File: config.mk
export PLATFORM = sky130hd
export DESIGN_NAME = bnf_divsqrt
export DESIGN_NICKNAME = d
export VERILOG_FILES = /design/src/hw/rtl/bnf_pkg.sv /design/src/hw/rtl/bnf_divsqrt.sv
export VERILOG_INCLUDE_DIRS = /design/src /design/src/hw/rtl
export SDC_FILE = /design/constraint.sdc
export NUM_CORES = 1
export LEC_CHECK = 0
export BUFFER_PORTS_ARGS = -buffer_cell sky130_fd_sc_hd__buf_2
export CORE_ASPECT_RATIO = 2
export CORE_MARGIN = 4
export CORE_UTILIZATION = 40
export CTS_CLUSTER_DIAMETER = 150
export CTS_CLUSTER_SIZE = 8
export DETAILED_ROUTE_END_ITERATION = 12
export PLACE_DENSITY = 0.63
export SLEW_MARGIN = 20
export SYNTH_ARGS = -nofsm -noshare
export SYNTH_HDL_FRONTEND = slang
export SYNTH_SLANG_ARGS = --single-unit
File: constraint.sdc
create_clock -name clk -period 10.5 [get_ports clk]
set_input_delay 1.05 -clock clk [delete_from_list [all_inputs] [get_ports clk]]
set_output_delay 1.05 -clock clk [all_outputs]
set_load 0.05 [all_outputs]
File: src/hw/rtl/batch_norm_forward_core_assert.svh
// Assertion macros shared by the batch norm forward RTL.
// Expects clk and rst_n in the scope of use.
`ifndef BATCH_NORM_FORWARD_CORE_ASSERT_SVH
`define BATCH_NORM_FORWARD_CORE_ASSERT_SVH

// same-cycle implication
`define BNF_CHK_IMP(lbl, ante, cons, msg) \
  lbl: assert property (@(posedge clk) disable iff (!rst_n) (ante) |-> (cons)) \
    else $error(msg);

// next-cycle implication
`define BNF_CHK_NXT(lbl, ante, cons, msg) \
  lbl: assert property (@(posedge clk) disable iff (!rst_n) (ante) |=> (cons)) \
    else $error(msg);

`endif

File: src/hw/rtl/bnf_pkg.sv
// Package for the batch norm forward core: beat types, codes, constants.
// No dependencies.
`default_nettype none
package bnf_pkg;

  localparam int TBL_DEPTH = 64;
  localparam int CH_W      = 6;
  localparam int DIV_W     = 64;
  localparam int DEN_W     = 34;

  localparam logic [1:0] CMD_LOAD   = 2'd0;
  localparam logic [1:0] CMD_SAMPLE = 2'd1;
  localparam logic [1:0] CMD_DRAIN  = 2'd2;

  localparam logic [7:0] REG_MODE     = 8'd0;
  localparam logic [7:0] REG_EPSILON  = 8'd1;
  localparam logic [7:0] REG_MOMENTUM = 8'd2;
  localparam logic [7:0] REG_GSIZE    = 8'd3;

  localparam logic [15:0] EPS_RST   = 16'd1;
  localparam logic [15:0] MOM_RST   = 16'd58982;
  localparam logic [10:0] GSIZE_RST = 11'd1024;

  localparam logic signed [15:0] ONE_Q88   = 16'sd256;
  localparam logic [31:0]        ONE_Q1616 = 32'd65536;
  localparam logic [23:0]        INV_MAX   = 24'hFFFFFF;

  typedef struct packed {
    logic [1:0]         cmd;
    logic [CH_W-1:0]    channel;
    logic signed [15:0] sample_value;
    logic signed [15:0] scale_value;
    logic signed [15:0] shift_value;
  } bnf_in_t;

  typedef struct packed {
    logic signed [15:0] out_value;
    logic [CH_W-1:0]    out_channel;
    logic               out_last;
  } bnf_out_t;

  typedef struct packed {
    logic start;
    logic op_sqrt;
  } bnf_ctl_t;

  typedef struct packed {
    logic busy;
    logic done;
  } bnf_sts_t;

endpackage
`default_nettype wire

File: src/hw/rtl/bnf_divsqrt.sv
// Shared iterative unit: 64-bit restoring divide or integer square root.
// Depends on bnf_pkg and the assertion macro header.
`default_nettype none
`include "batch_norm_forward_core_assert.svh"
module bnf_divsqrt import bnf_pkg::*; (
  input  wire logic             clk,
  input  wire logic             rst_n,
  input  wire bnf_ctl_t         ctl,
  input  wire logic [DIV_W-1:0] num,
  input  wire logic [DEN_W-1:0] den,
  output bnf_sts_t              sts,
  output logic [DIV_W-1:0]      res
);

  logic             busy_r, done_r, sqrt_r;
  logic [5:0]       cnt_r;
  logic [DIV_W-1:0] q_r, r_r, rbit_r;
  logic [DEN_W:0]   rem_r;
  logic [DEN_W-1:0] den_r;
  logic [DEN_W:0]   rem_sh;
  logic [DIV_W-1:0] trial;
  logic             last;

  assign rem_sh = {rem_r[DEN_W-1:0], q_r[DIV_W-1]};
  assign trial  = r_r + rbit_r;
  assign last   = sqrt_r ? (cnt_r == 6'd31) : (cnt_r == 6'd63);

  always_ff @(posedge clk) begin
    if (!rst_n) begin
      busy_r <= 1'b0;
      done_r <= 1'b0;
    end else begin
      done_r <= busy_r && last;
      if (ctl.start) begin
        busy_r <= 1'b1;
      end else if (busy_r && last) begin
        busy_r <= 1'b0;
      end
    end
    if (ctl.start) begin
      sqrt_r <= ctl.op_sqrt;
      cnt_r  <= '0;
      q_r    <= num;
      den_r  <= den;
      rem_r  <= '0;
      r_r    <= '0;
      rbit_r <= DIV_W'(1) << 62;
    end else if (busy_r) begin
      cnt_r <= cnt_r + 6'd1;
      if (sqrt_r) begin
        if (q_r >= trial) begin
          q_r <= q_r - trial;
          r_r <= (r_r >> 1) + rbit_r;
        end else begin
          r_r <= r_r >> 1;
        end
        rbit_r <= rbit_r >> 2;
      end else begin
        if (rem_sh >= {1'b0, den_r}) begin
          rem_r <= rem_sh - {1'b0, den_r};
          q_r   <= {q_r[DIV_W-2:0], 1'b1};
        end else begin
          rem_r <= rem_sh;
          q_r   <= {q_r[DIV_W-2:0], 1'b0};
        end
      end
    end
  end

  assign sts.busy = busy_r;
  assign sts.done = done_r;
  assign res      = sqrt_r ? r_r : q_r;

  `BNF_CHK_NXT(a_start_busy, ctl.start, busy_r, "unit not busy after start")
  `BNF_CHK_IMP(a_done_idle, done_r, !busy_r, "done while busy")
  `BNF_CHK_IMP(a_no_restart, busy_r, !ctl.start, "start while busy")

endmodule
`default_nettype wire

# Word-level counts from Yosys, hierarchy flattened
# Cells that the tools add are included.
# word_totals
out_inout_bits,66
latch_bits,0
mem_bits_ro,0
inputBits,102
mem_bits_rw,0
regBits,237
memories,0
word_cells,37
# op_classes
mux,11
n_reduce_logical,6
n_addsub,5
shifts,0
div_mod_pow,0
mul,0
n_eq_ne,3
bitwise_logic,1
n_lt_le_gt_ge,2
# op_table
cell,count
two-way mux 64 bit,6
adder 63 x 63 -> 64 bit,1
adder 64 x 63 -> 64 bit,1
>= comparator 64 bit,1
subtractor 64 bit,1
>= comparator 35 x 34 -> 1 bit,1
two-way mux 34 bit,1
subtractor 34 bit,1
"adder 6 x 1 -> 6 bit, second input constant",1
"equality test 6 x 5 -> 1 bit, second input constant",1
"equality test 6 bit, second input constant",1
AND reduction 2 bit,3
two-way mux 1 bit,4
nonzero test 2 bit,2
"inequality test 3 x 2 -> 1 bit, second input constant",1
logical AND 1 bit,1
inverter 1 bit,1

# Depth between registers and ports, before layout
# Gate-level depths: netlist of the first run.
# depth
depth_word,6
mapped_depth,25
depth_no_buf,23

# Worst setup path before layout of the first run
# Ideal clock, no wire load.
# synth_path
path_kind,reg-to-reg
from,reg r_r[4]
to,"reg q_r[0], enable pin"
setup_slack_ns,1.094
arrival_time_ns,8.832
required_time_ns,9.926
period_less_slack_ns,9.406
n_path_buf,3
setup_ns,0.574
stages_incl_launch_ff,22
path_cell_list,dfxtp_1 > ha_1 > a211oi_1 > a211oi_1 > a211oi_2 > a211oi_1 > o41ai_2 > nor2_1 > a31o_2 > a31oi_2 > xor2_1 > ha_1 > and2_0 > clkbuf_1 > nand3_1 > nor3_1 > nand4_1 > a221oi_2 > nor2_1 > buf_2 > buf_2 > o21ai_0
# synth_between
elab_chain_cells,4
# synth_lines
item,line,text
start: declaration,bnf_divsqrt.sv:17,"logic [DIV_W-1:0] q_r, r_r, rbit_r;"
start signal: assignment,bnf_divsqrt.sv:53,r_r <= (r_r >> 1) + rbit_r;
start signal: assignment,bnf_divsqrt.sv:55,r_r <= r_r >> 1;
adder 64 x 63 -> 64 bit,bnf_divsqrt.sv:25,assign trial = r_r + rbit_r;
>= comparator 64 bit,bnf_divsqrt.sv:51,if (q_r >= trial) begin
inequality test 3 x 2 -> 1 bit (no source line),--,
AND reduction 2 bit (no source line),--,
end signal: assignment,bnf_divsqrt.sv:52,q_r <= q_r - trial;
end signal: assignment,bnf_divsqrt.sv:61,"q_r <= {q_r[DIV_W-2:0], 1'b1};"
end signal: assignment,bnf_divsqrt.sv:64,"q_r <= {q_r[DIV_W-2:0], 1'b0};"
end: declaration,bnf_divsqrt.sv:17,
# No other way between the ends.
# A chain may end at the register's enable or synchronous reset.

# Worst setup path in the final report of the first run
# layout_path
from,reg r_r[4]
to,"reg q_r[13], enable pin"
# Same word-level chain as after synthesis.

==> results.txt, run 1 <==
The transition time at the pin with the least slew margin is 1120 ps. The final design utilization came out at 0.447. During placement, the flow inserted port buffers numbering 167. The number of placed I/O pins came out at 168. The effective utilization at floorplan is 0.403.

Counting instances in the post-synthesis netlist gives the leading cell types as sky130_fd_sc_hd__nand2_1, sky130_fd_sc_hd__a21oi_1, sky130_fd_sc_hd__o21ai_0, sky130_fd_sc_hd__nor2_1, sky130_fd_sc_hd__ha_1. The number of antenna violations at the first check in global routing is 4. The pin count of the biggest net entering global routing is 115.

The cell sitting at the root of the clock tree is a sky130_fd_sc_hd__clkbuf_16. The time the final worst path needs with I/O delays and setup came out at 7470 ps. The initialized floorplan defines 118 standard-cell rows.

Once layout is complete, the cells apart from fillers number 3406. The maximum net fanout on the critical path came out at 68. The via-per-instance ratio is 6.16. For this design the static power due to leakage is 9.18 nW. STA puts the critical path data required time at 10700 ps. Of the total synthesized cell area, the portion taken by XOR and XNOR cells is 0.0776. The count of synthesis-stage warnings from yosys came out at 0. The count of clock tree sinks is 237. The finished cells cover 23100 µm². The post-CTS setup repair buffer count is 0. The maximum clock frequency is 0.134 GHz. Clock-pin slew was measured on the worst setup and hold paths at 50 ps.

In the final layout, the share of cells above drive strength 1 is 0.120. Setup repair after global routing left no endpoint under its margin. Of the total synthesized cell area, the portion taken by full adders, half adders and majority gates is 0.101. The net count of the mapped netlist is 2929.

The congestion estimate from routability-driven global placement came to 1.02. The standard cell area after detailed placement is 22200 µm². By area the synthesized netlist is led by sky130_fd_sc_hd__edfxtp_1, sky130_fd_sc_hd__dfxtp_1, sky130_fd_sc_hd__ha_1, sky130_fd_sc_hd__nand2_1, sky130_fd_sc_hd__a21oi_1.

The endpoint identified for the worst register-to-register timing path is q_r[13]. The worst setup path is of the reg2reg kind. The number of gates given a new drive strength after cts came out at 0.

For this run, the register share of the synthesized area comes to 0.275. The main combinational cell family by area after synthesis is compound AO/OA/AOI/OAI gates. The path depth of the worst reg2reg path is 20.

Setup violations remaining at the end of the flow were counted as 0. Summed over all instances, the cell type with the most area after synthesis is sky130_fd_sc_hd__edfxtp_1. The TritonCTS clock tree is yes. The path category of the worst min-delay check is reg2reg. The final layout contains 2996 nets. After detailed routing, the number of remaining DRC violations is 0. Counting flops with an async set or reset pin after synthesis yields a share of 0. The sort of element at the start of the critical path is a flop. The total number of vias is 21000.

The detailed router finished its first iteration with 1532 violations. The most common cell in the synthesized netlist is sky130_fd_sc_hd__nand2_1. The die extent in x came out at 170 µm.

For this run, the detailed router's first-pass iteration total came to 7. Of the available clock period, the critical path in the final layout requires 0.711. The number of max-cap violations came out at 0.

The H-tree generated during clock tree synthesis spans 2 levels. The total of hold buffers inserted after clock tree synthesis came out at 0. For hold timing, the worst endpoint is rem_r[4]. IR analysis of the VDD net gives a maximum drop of 0.158 mV. The via count of the first global-routing pass came out at 21400. The floorplan die area came out at 56200 µm². Clock latency on the worst-skew pair, taken at its later pin, is 570 ps.

The worst clock skew on the final layout came out at 34.1 ps. The power per cell area is 173 nW/µm². Before CTS, the worst setup slack after placement is 3110 ps. The overall die height is 331 µm.

After detailed placement, the design holds a cell count of 3350. The first-pass GRT wire length is 122000 µm. The area fraction in compound gates after synthesis came to 0.274. The number of max-slew violations in the final report was 0.

The headroom to the max-slew limit is 0.246. The count of nets left with antenna violations after detail routing is 0. The number of failing hold endpoints at the final stage came out at 0. The routed wire length is 81600 µm. For the final routed database, the setup TNS stands at 0 ps. The number of enable-type register cells in the synthesized netlist is 99.

Across every metal layer, demand over resource in global routing totals 0.280. The global route total overflow is 0. The area of the core came out at 51800 µm².

The fraction of post-synthesis cell area in the top cell type by area is 0.142. The mean instance size in the synthesized netlist came out at 7.85 µm². The worst path setup slack after routing is 3030 ps.

The relative area change from synthesis to final layout came out at 10.8%. The most instantiated flip-flop cell in the synthesis netlist is sky130_fd_sc_hd__dfxtp_1. No sink is reached through more buffers than the 3 on the longest clock path. The number of storage elements in the synthesis netlist is 237. The worst setup path is captured at a flop.

The flow ran to the end, and the final reports show no timing, DRC or antenna violations. The origin of the worst setup path is r_r[4]. The multiplexer share of the synthesized area is 0.0450. The CTS buffer count is 35. The worst hold path passes through 2 cells. The startpoint identified for the worst hold timing path is rem_r[4]. The arrival time at the worst endpoint came out at 7670 ps. In the synthesized netlist, the number of instances is 2660. Of the total synthesized cell area, the portion taken by AND, OR, NAND and NOR gates is 0.180. The register-to-register setup slack is 3030 ps. The average wire length per cell after detail routing came out at 24.0 µm. The placed wire-length estimate after detailed placement came out at 64000 µm. Summing every instance area after synthesis gives 20900 µm². The number of distinct library cells after synthesis came out at 89. In this run the critical register-to-register path is launched from r_r[4].
## metal layers
layer | track usage | up-vias | share of wire
met2 | 0.525 | 866 | 0.52
met3 | 0.0378 | 335 | 0.050
met5 | 0 | - | 0.00011
met1 | 0.262 | 9898 | 0.33
met4 | 0.239 | 2 | 0.11
li1 | - | 9865 | -
## sequential cells by signal (all words and copies together), names as in the netlist
register,cells
q_r,64
r_r,64
den_r,34
rem_r,34
rbit_r,32
cnt_r,6
busy_r,1
done_r,1
sqrt_r,1
## worst max-delay path, stage by stage, from the launching register on
cell and delay (ps):
sky130_fd_sc_hd__dfxtp_1 390, sky130_fd_sc_hd__ha_1 410, sky130_fd_sc_hd__a211oi_1 120, sky130_fd_sc_hd__a211oi_1 810, sky130_fd_sc_hd__a211oi_2 260, sky130_fd_sc_hd__a211oi_1 520, sky130_fd_sc_hd__o41ai_2 180, sky130_fd_sc_hd__nor2_1 230
sky130_fd_sc_hd__a31o_2 230, sky130_fd_sc_hd__a31oi_2 140, sky130_fd_sc_hd__xor2_1 200, sky130_fd_sc_hd__ha_1 410, sky130_fd_sc_hd__and2_0 320, sky130_fd_sc_hd__nand3_1 150, sky130_fd_sc_hd__nor3_1 250, sky130_fd_sc_hd__nand4_1 190
sky130_fd_sc_hd__a221oi_2 340, sky130_fd_sc_hd__nor2_4 60, sky130_fd_sc_hd__buf_4 330, sky130_fd_sc_hd__o21ai_4 920, sky130_fd_sc_hd__buf_4 600
## layout by cell type (no fill, tap or decap), types with 10 or more instances in the layout
master / Yosys / layout
sky130_fd_sc_hd__buf_2: 13 / 166
sky130_fd_sc_hd__mux2_2: 40 / 40
sky130_fd_sc_hd__nor3_1: 49 / 49
sky130_fd_sc_hd__a31oi_1: 64 / 64
sky130_fd_sc_hd__dfxtp_1: 138 / 138
sky130_fd_sc_hd__inv_1: 99 / 98
sky130_fd_sc_hd__clkbuf_1: 132 / 16
sky130_fd_sc_hd__xnor2_1: 93 / 93
sky130_fd_sc_hd__a21boi_0: 12 / 12
sky130_fd_sc_hd__and2_1: 18 / 18
sky130_fd_sc_hd__mux2i_1: 49 / 49
sky130_fd_sc_hd__o31ai_1: 11 / 11
sky130_fd_sc_hd__buf_4: 3 / 23
sky130_fd_sc_hd__a31o_2: 18 / 18
sky130_fd_sc_hd__a221oi_1: 10 / 10
sky130_fd_sc_hd__a21o_1: 54 / 54
sky130_fd_sc_hd__nor2b_1: 32 / 32
sky130_fd_sc_hd__nand3_1: 61 / 61
sky130_fd_sc_hd__xor2_1: 92 / 92
sky130_fd_sc_hd__ha_1: 165 / 165
sky130_fd_sc_hd__and3_1: 18 / 18
sky130_fd_sc_hd__nand2_1: 360 / 359
sky130_fd_sc_hd__or3_1: 13 / 13
sky130_fd_sc_hd__nand2b_1: 15 / 15
sky130_fd_sc_hd__o221ai_1: 10 / 10
sky130_fd_sc_hd__nand4_1: 53 / 53
sky130_fd_sc_hd__a21oi_1: 260 / 259
sky130_fd_sc_hd__edfxtp_1: 99 / 99
sky130_fd_sc_hd__a2bb2oi_1: 10 / 10
sky130_fd_sc_hd__clkbuf_16: 0 / 35
sky130_fd_sc_hd__o21a_1: 34 / 34
sky130_fd_sc_hd__o211ai_1: 19 / 19
sky130_fd_sc_hd__a211oi_1: 48 / 48
sky130_fd_sc_hd__o21ai_0: 217 / 216
sky130_fd_sc_hd__nor2_1: 174 / 172
sky130_fd_sc_hd__o22ai_1: 10 / 10
sky130_fd_sc_hd__o21bai_1: 27 / 27
## cell type report
| type | instances | area, µm² |
|---|---|---|
| repair buffers | 190 | 1020 |
| clock inverters | 4 | 60.1 |
| diodes | 1 | 2.50 |
| fillers | 5209 | 28700 |
| inverters | 100 | 375 |
| flip-flops and latches | 237 | 5740 |
| well taps | 660 | 826 |
| multi-input cells | 2163 | 14200 |
| clock buffers | 51 | 936 |
## cells by family (layout without fill, tap and decap cells)
logic type,count (synthesis),after routing
xor+xnor,185,185
compound gates,891,891
flops,237,237
simple gates,831,831
buf+inv,260,345
mux,89,89
other cells,0,1
fa+ha+maj,167,167
## worst max path at each step
stage | to | slack, ps | cells after the start
2_1_floorplan | q_r[0] | 1090 | 21
3_3_place_gp | q_r[4] | 3340 | 20
3_5_place_dp | q_r[0] | 3110 | 20
4_1_cts | q_r[13] | 3070 | 20
5_1_grt | q_r[13] | 2670 | 20
6_report | q_r[13] | 3030 | 20
## metrics by stage
stage,hold slack [ps],power (W)
after floorplan,448,0.00240
after global routing,507,0.00419
after CTS,484,0.00400
after detailed placement,476,0.00291
after global placement,469,0.00291
final,484,0.00400
## power breakdown
part / leakage [nW] / total (W) / internal, W / switching, W
combinational: 6.59 / 0.00170 / 0.000567 / 0.00113
sequential: 2.11 / 0.00123 / 0.00108 / 0.000146
clock: 0.477 / 0.00108 / 0.000618 / 0.000462
Note: power is estimated with default switching activity, not from simulation.
==> run 2, diff against run 1 <==
==> constraint.sdc (replaced) <==
create_clock -name clk -period 7.58 [get_ports clk]
set_input_delay 0.758 -clock clk [delete_from_list [all_inputs] [get_ports clk]]
set_output_delay 0.758 -clock clk [all_outputs]
set_load 0.05 [all_outputs]
==> run 2 against run 1 <==
Hold slack worse by 100 ps. Core utilization increased by 0.085 points. Maximum frequency grew 14%. Combinational power rose by 38%. Clock power up 40%. Flip-flop and latch count unchanged. Global-route usage is 0.45 points lower. Cell area is 0.19% higher. Clock skew fell by 1.1 ps. Worst setup slack got worse by 2000 ps.
==> results.txt, run 2 (synthesis results as in run 1) <==
The run finished with clean final reports. The switching component of the power is 0.00240 W (+38%). Setup repair after global routing left no endpoint under its margin. The fraction of layout cells with a size suffix above 1 came out at 0.121 (+0.00115). The transition time at the pin with the least slew margin is 1060 ps (-54.0 ps). The internal portion of total power came out at 0.00315 W (+39%). The fraction of power spent switching nets was 0.432 (-0.00209). The combinational power share came out at 0.424 (about the same). The placement-stage worst setup slack came out at 1180 ps (-1920 ps). The arrival time at the worst endpoint came out at 6710 ps (-960 ps). The worst register-to-register path begins at r_r[12]. The pin count of the biggest net entering global routing came out at 91 (-21%).

The clock network latency to the later pin of the worst-skew pair was 570 ps (about the same). The worst clock skew on the final layout came out at 33.0 ps (-1.14 ps). The sequential share of power came out at 0.305 (-0.002). The register-to-register setup slack came to 1030 ps (-2000 ps).

In this run the critical register-to-register path is captured at q_r[0]. The routed wire length is 79700 µm (-2.3%). The standby leakage power came out at 9.21 nW (+0.31%). The origin of the worst setup path is r_r[12]. The top cell types in the final layout, fill and taps aside, are sky130_fd_sc_hd__nand2_1, sky130_fd_sc_hd__a21oi_1, sky130_fd_sc_hd__o21ai_0.

The via count of the first global-routing pass is 21600 (+0.88%). The clock slew seen by the registers of the worst setup and hold paths came out at 50 ps (about the same). The aggregate global-route resource usage is 0.276 (-0.00446). The time the final worst path needs with I/O delays and setup is 6550 ps (-918 ps). The number of max-cap violations is 0 (unchanged). The number of failing hold endpoints at the final stage is 0 (unchanged).

The maximum net fanout on the critical path came out at 64 (-5.9%). The number of antenna violations at the first check in global routing came out at 2 (-2). In the final layout, the registers with the most flip-flops are q_r (64), r_r (64). The worst IR drop on VDD is 0.211 mV (+33%). The count of nets left with antenna violations after detail routing came to 0 (unchanged).

The total negative setup slack was 0 ps (unchanged). The count of clock tree sinks is 237 (unchanged). The number of antenna diodes came out at 0 (-1). The final worst-path cycle share came out at 0.864 (+0.153). The buffer cell driving the clock tree root is sky130_fd_sc_hd__clkbuf_16. The placed wire-length estimate after detailed placement came out at 62200 µm (-2.9%). The sum of routed wire segments on met1 came out at 26300 µm (-1.0%). The floorplan die area came to 56200 µm² (unchanged). The post-CTS setup repair buffer count came out at 0 (unchanged).

The effective utilization at floorplan is 0.403 (unchanged). The global route total overflow is 0 (unchanged). The first-pass GRT wire length is 121000 µm (-0.75%). The required time of the worst setup path came out at 7740 ps (-2960 ps).

The total of hold buffers inserted after clock tree synthesis came out at 0 (unchanged). Signal routing reaches up to met5. The worst setup path is launched from a flop. In this run the worst hold path is classified as in2reg.

The routed wire length on met2 is 40600 µm (-3.9%). The global placer's final weighted congestion is 0.983 (-3.9%). The worst hold slack is 383 ps (-100 ps). The path depth of the worst reg2reg path came out at 19 (-5.0%). The number of setup violations in the final report is 0 (unchanged). The power per cell area is 239 nW/µm² (+38%). STA classifies the critical path endpoint as a flop. The number of standard-cell rows in the floorplan is 118 (unchanged). The area of all placed cells without fillers is 23200 µm² (+0.19%). The library cell used most frequently in the layout, excluding fill and tap cells, is sky130_fd_sc_hd__nand2_1.

The number of gates given a new drive strength after cts came out at 0 (unchanged). The headroom to the max-slew limit came out at 0.283 (+0.0365). The total number of vias came out at 20900 (-0.20%). The die extent in x is 170 µm (unchanged). The CTS buffer count came out at 35 (unchanged). The DRC violation count after routing was 0 (unchanged). The number of detailed-routing iterations run before antenna repair is 7 (unchanged).

The average wire length per cell after detail routing came out at 23.4 µm (-2.5%). The relative area change from synthesis to final layout came out at 11.0%. The end of the critical path is q_r[0]. The worst path setup slack after routing came out at 1030 ps (-2000 ps). The H-tree depth reported by CTS is 2 (unchanged). The clock share of power came to 0.272 (+0.002). The worst setup path is of the reg2reg kind. The standard cell area after detailed placement came to 22200 µm² (+0.15%). The overall die height is 331 µm (unchanged). The number of max-slew violations in the final report came out at 0 (unchanged). The maximum clock path buffer count is 3 (unchanged). The net total in the final layout came out at 2999 (+0.10%). The number of DRC violations after detailed-routing iteration 0 came out at 1447 (-5.5%). The maximum clock frequency is 0.153 GHz (+14%). The number of placed I/O pins came out at 168 (unchanged). The total met3 wirelength after detailed routing is 4420 µm (+8.1%). The via-per-instance ratio came to 6.13 (-0.38%). The port buffer count was 167 (unchanged).

The area of the core came out at 51800 µm² (unchanged). TritonCTS built the clock tree.
## run 2: worst min-delay path by stage
stage	to	start	depth (start not counted)	slack [ps]
5_1_grt	den_r[9]	den[9]	1	370
3_3_place_gp	rem_r[7]	rem_r[7]	2	470
6_report	den_r[9]	den[9]	1	380
3_5_place_dp	rem_r[17]	rem_r[17]	2	480
2_1_floorplan	rem_r[12]	rem_r[12]	2	450
4_1_cts	den_r[31]	den[31]	1	360
## run 2: layout make-up
| class | count | area [µm²] |
|---|---|---|
| clock inverter | 4 | 53.8 |
| multi-input combinational | 2163 | 14200 |
| inverter | 100 | 375 |
| sequential | 237 | 5740 |
| clock buffer | 55 | 951 |
| fill | 5205 | 28600 |
| tap | 660 | 826 |
| timing repair buffer | 193 | 1050 |
## run 2: critical path, cell delays in order, from the launching register on
cell and delay [ps]:
sky130_fd_sc_hd__dfxtp_1 540, sky130_fd_sc_hd__ha_1 360, sky130_fd_sc_hd__a31oi_1 300, sky130_fd_sc_hd__o22ai_1 180, sky130_fd_sc_hd__a211oi_2 420, sky130_fd_sc_hd__a211oi_1 200
sky130_fd_sc_hd__o41ai_2 470, sky130_fd_sc_hd__nor2_1 160, sky130_fd_sc_hd__a31o_2 310, sky130_fd_sc_hd__a31oi_2 270, sky130_fd_sc_hd__xor2_1 150, sky130_fd_sc_hd__ha_1 400
sky130_fd_sc_hd__and2_0 340, sky130_fd_sc_hd__nand3_1 140, sky130_fd_sc_hd__nor3_1 250, sky130_fd_sc_hd__nand4_1 160, sky130_fd_sc_hd__a221oi_2 460, sky130_fd_sc_hd__nor2_4 90
sky130_fd_sc_hd__o21ai_4 130, sky130_fd_sc_hd__buf_4 700
## run 2: metal layers
metal  track usage  up-vias
met5             0        -
met4         0.240        2
met3        0.0450      361
met2         0.504      864
met1         0.261     9805
li1              -     9892
## run 2: stage by stage
step	utilization	power, W	instances
5_1_grt	0.448	0.00582	3412
3_5_place_dp	0.428	0.00402	3353
3_3_place_gp	0.428	0.00400	3353
4_1_cts	0.447	0.00555	3412
2_1_floorplan	-	0.00332	2660
6_report	0.448	0.00555	3412
## run 2: power groups by stage
stage | registers, W | logic, W | clock network (W)
CTS | 0.00168 | 0.00232 | 0.00154
global placement | 0.00171 | 0.00230 | 0
detailed placement | 0.00171 | 0.00231 | 0
finish | 0.00169 | 0.00235 | 0.00151
global route | 0.00169 | 0.00254 | 0.00159
floorplan | 0.00159 | 0.00174 | 0
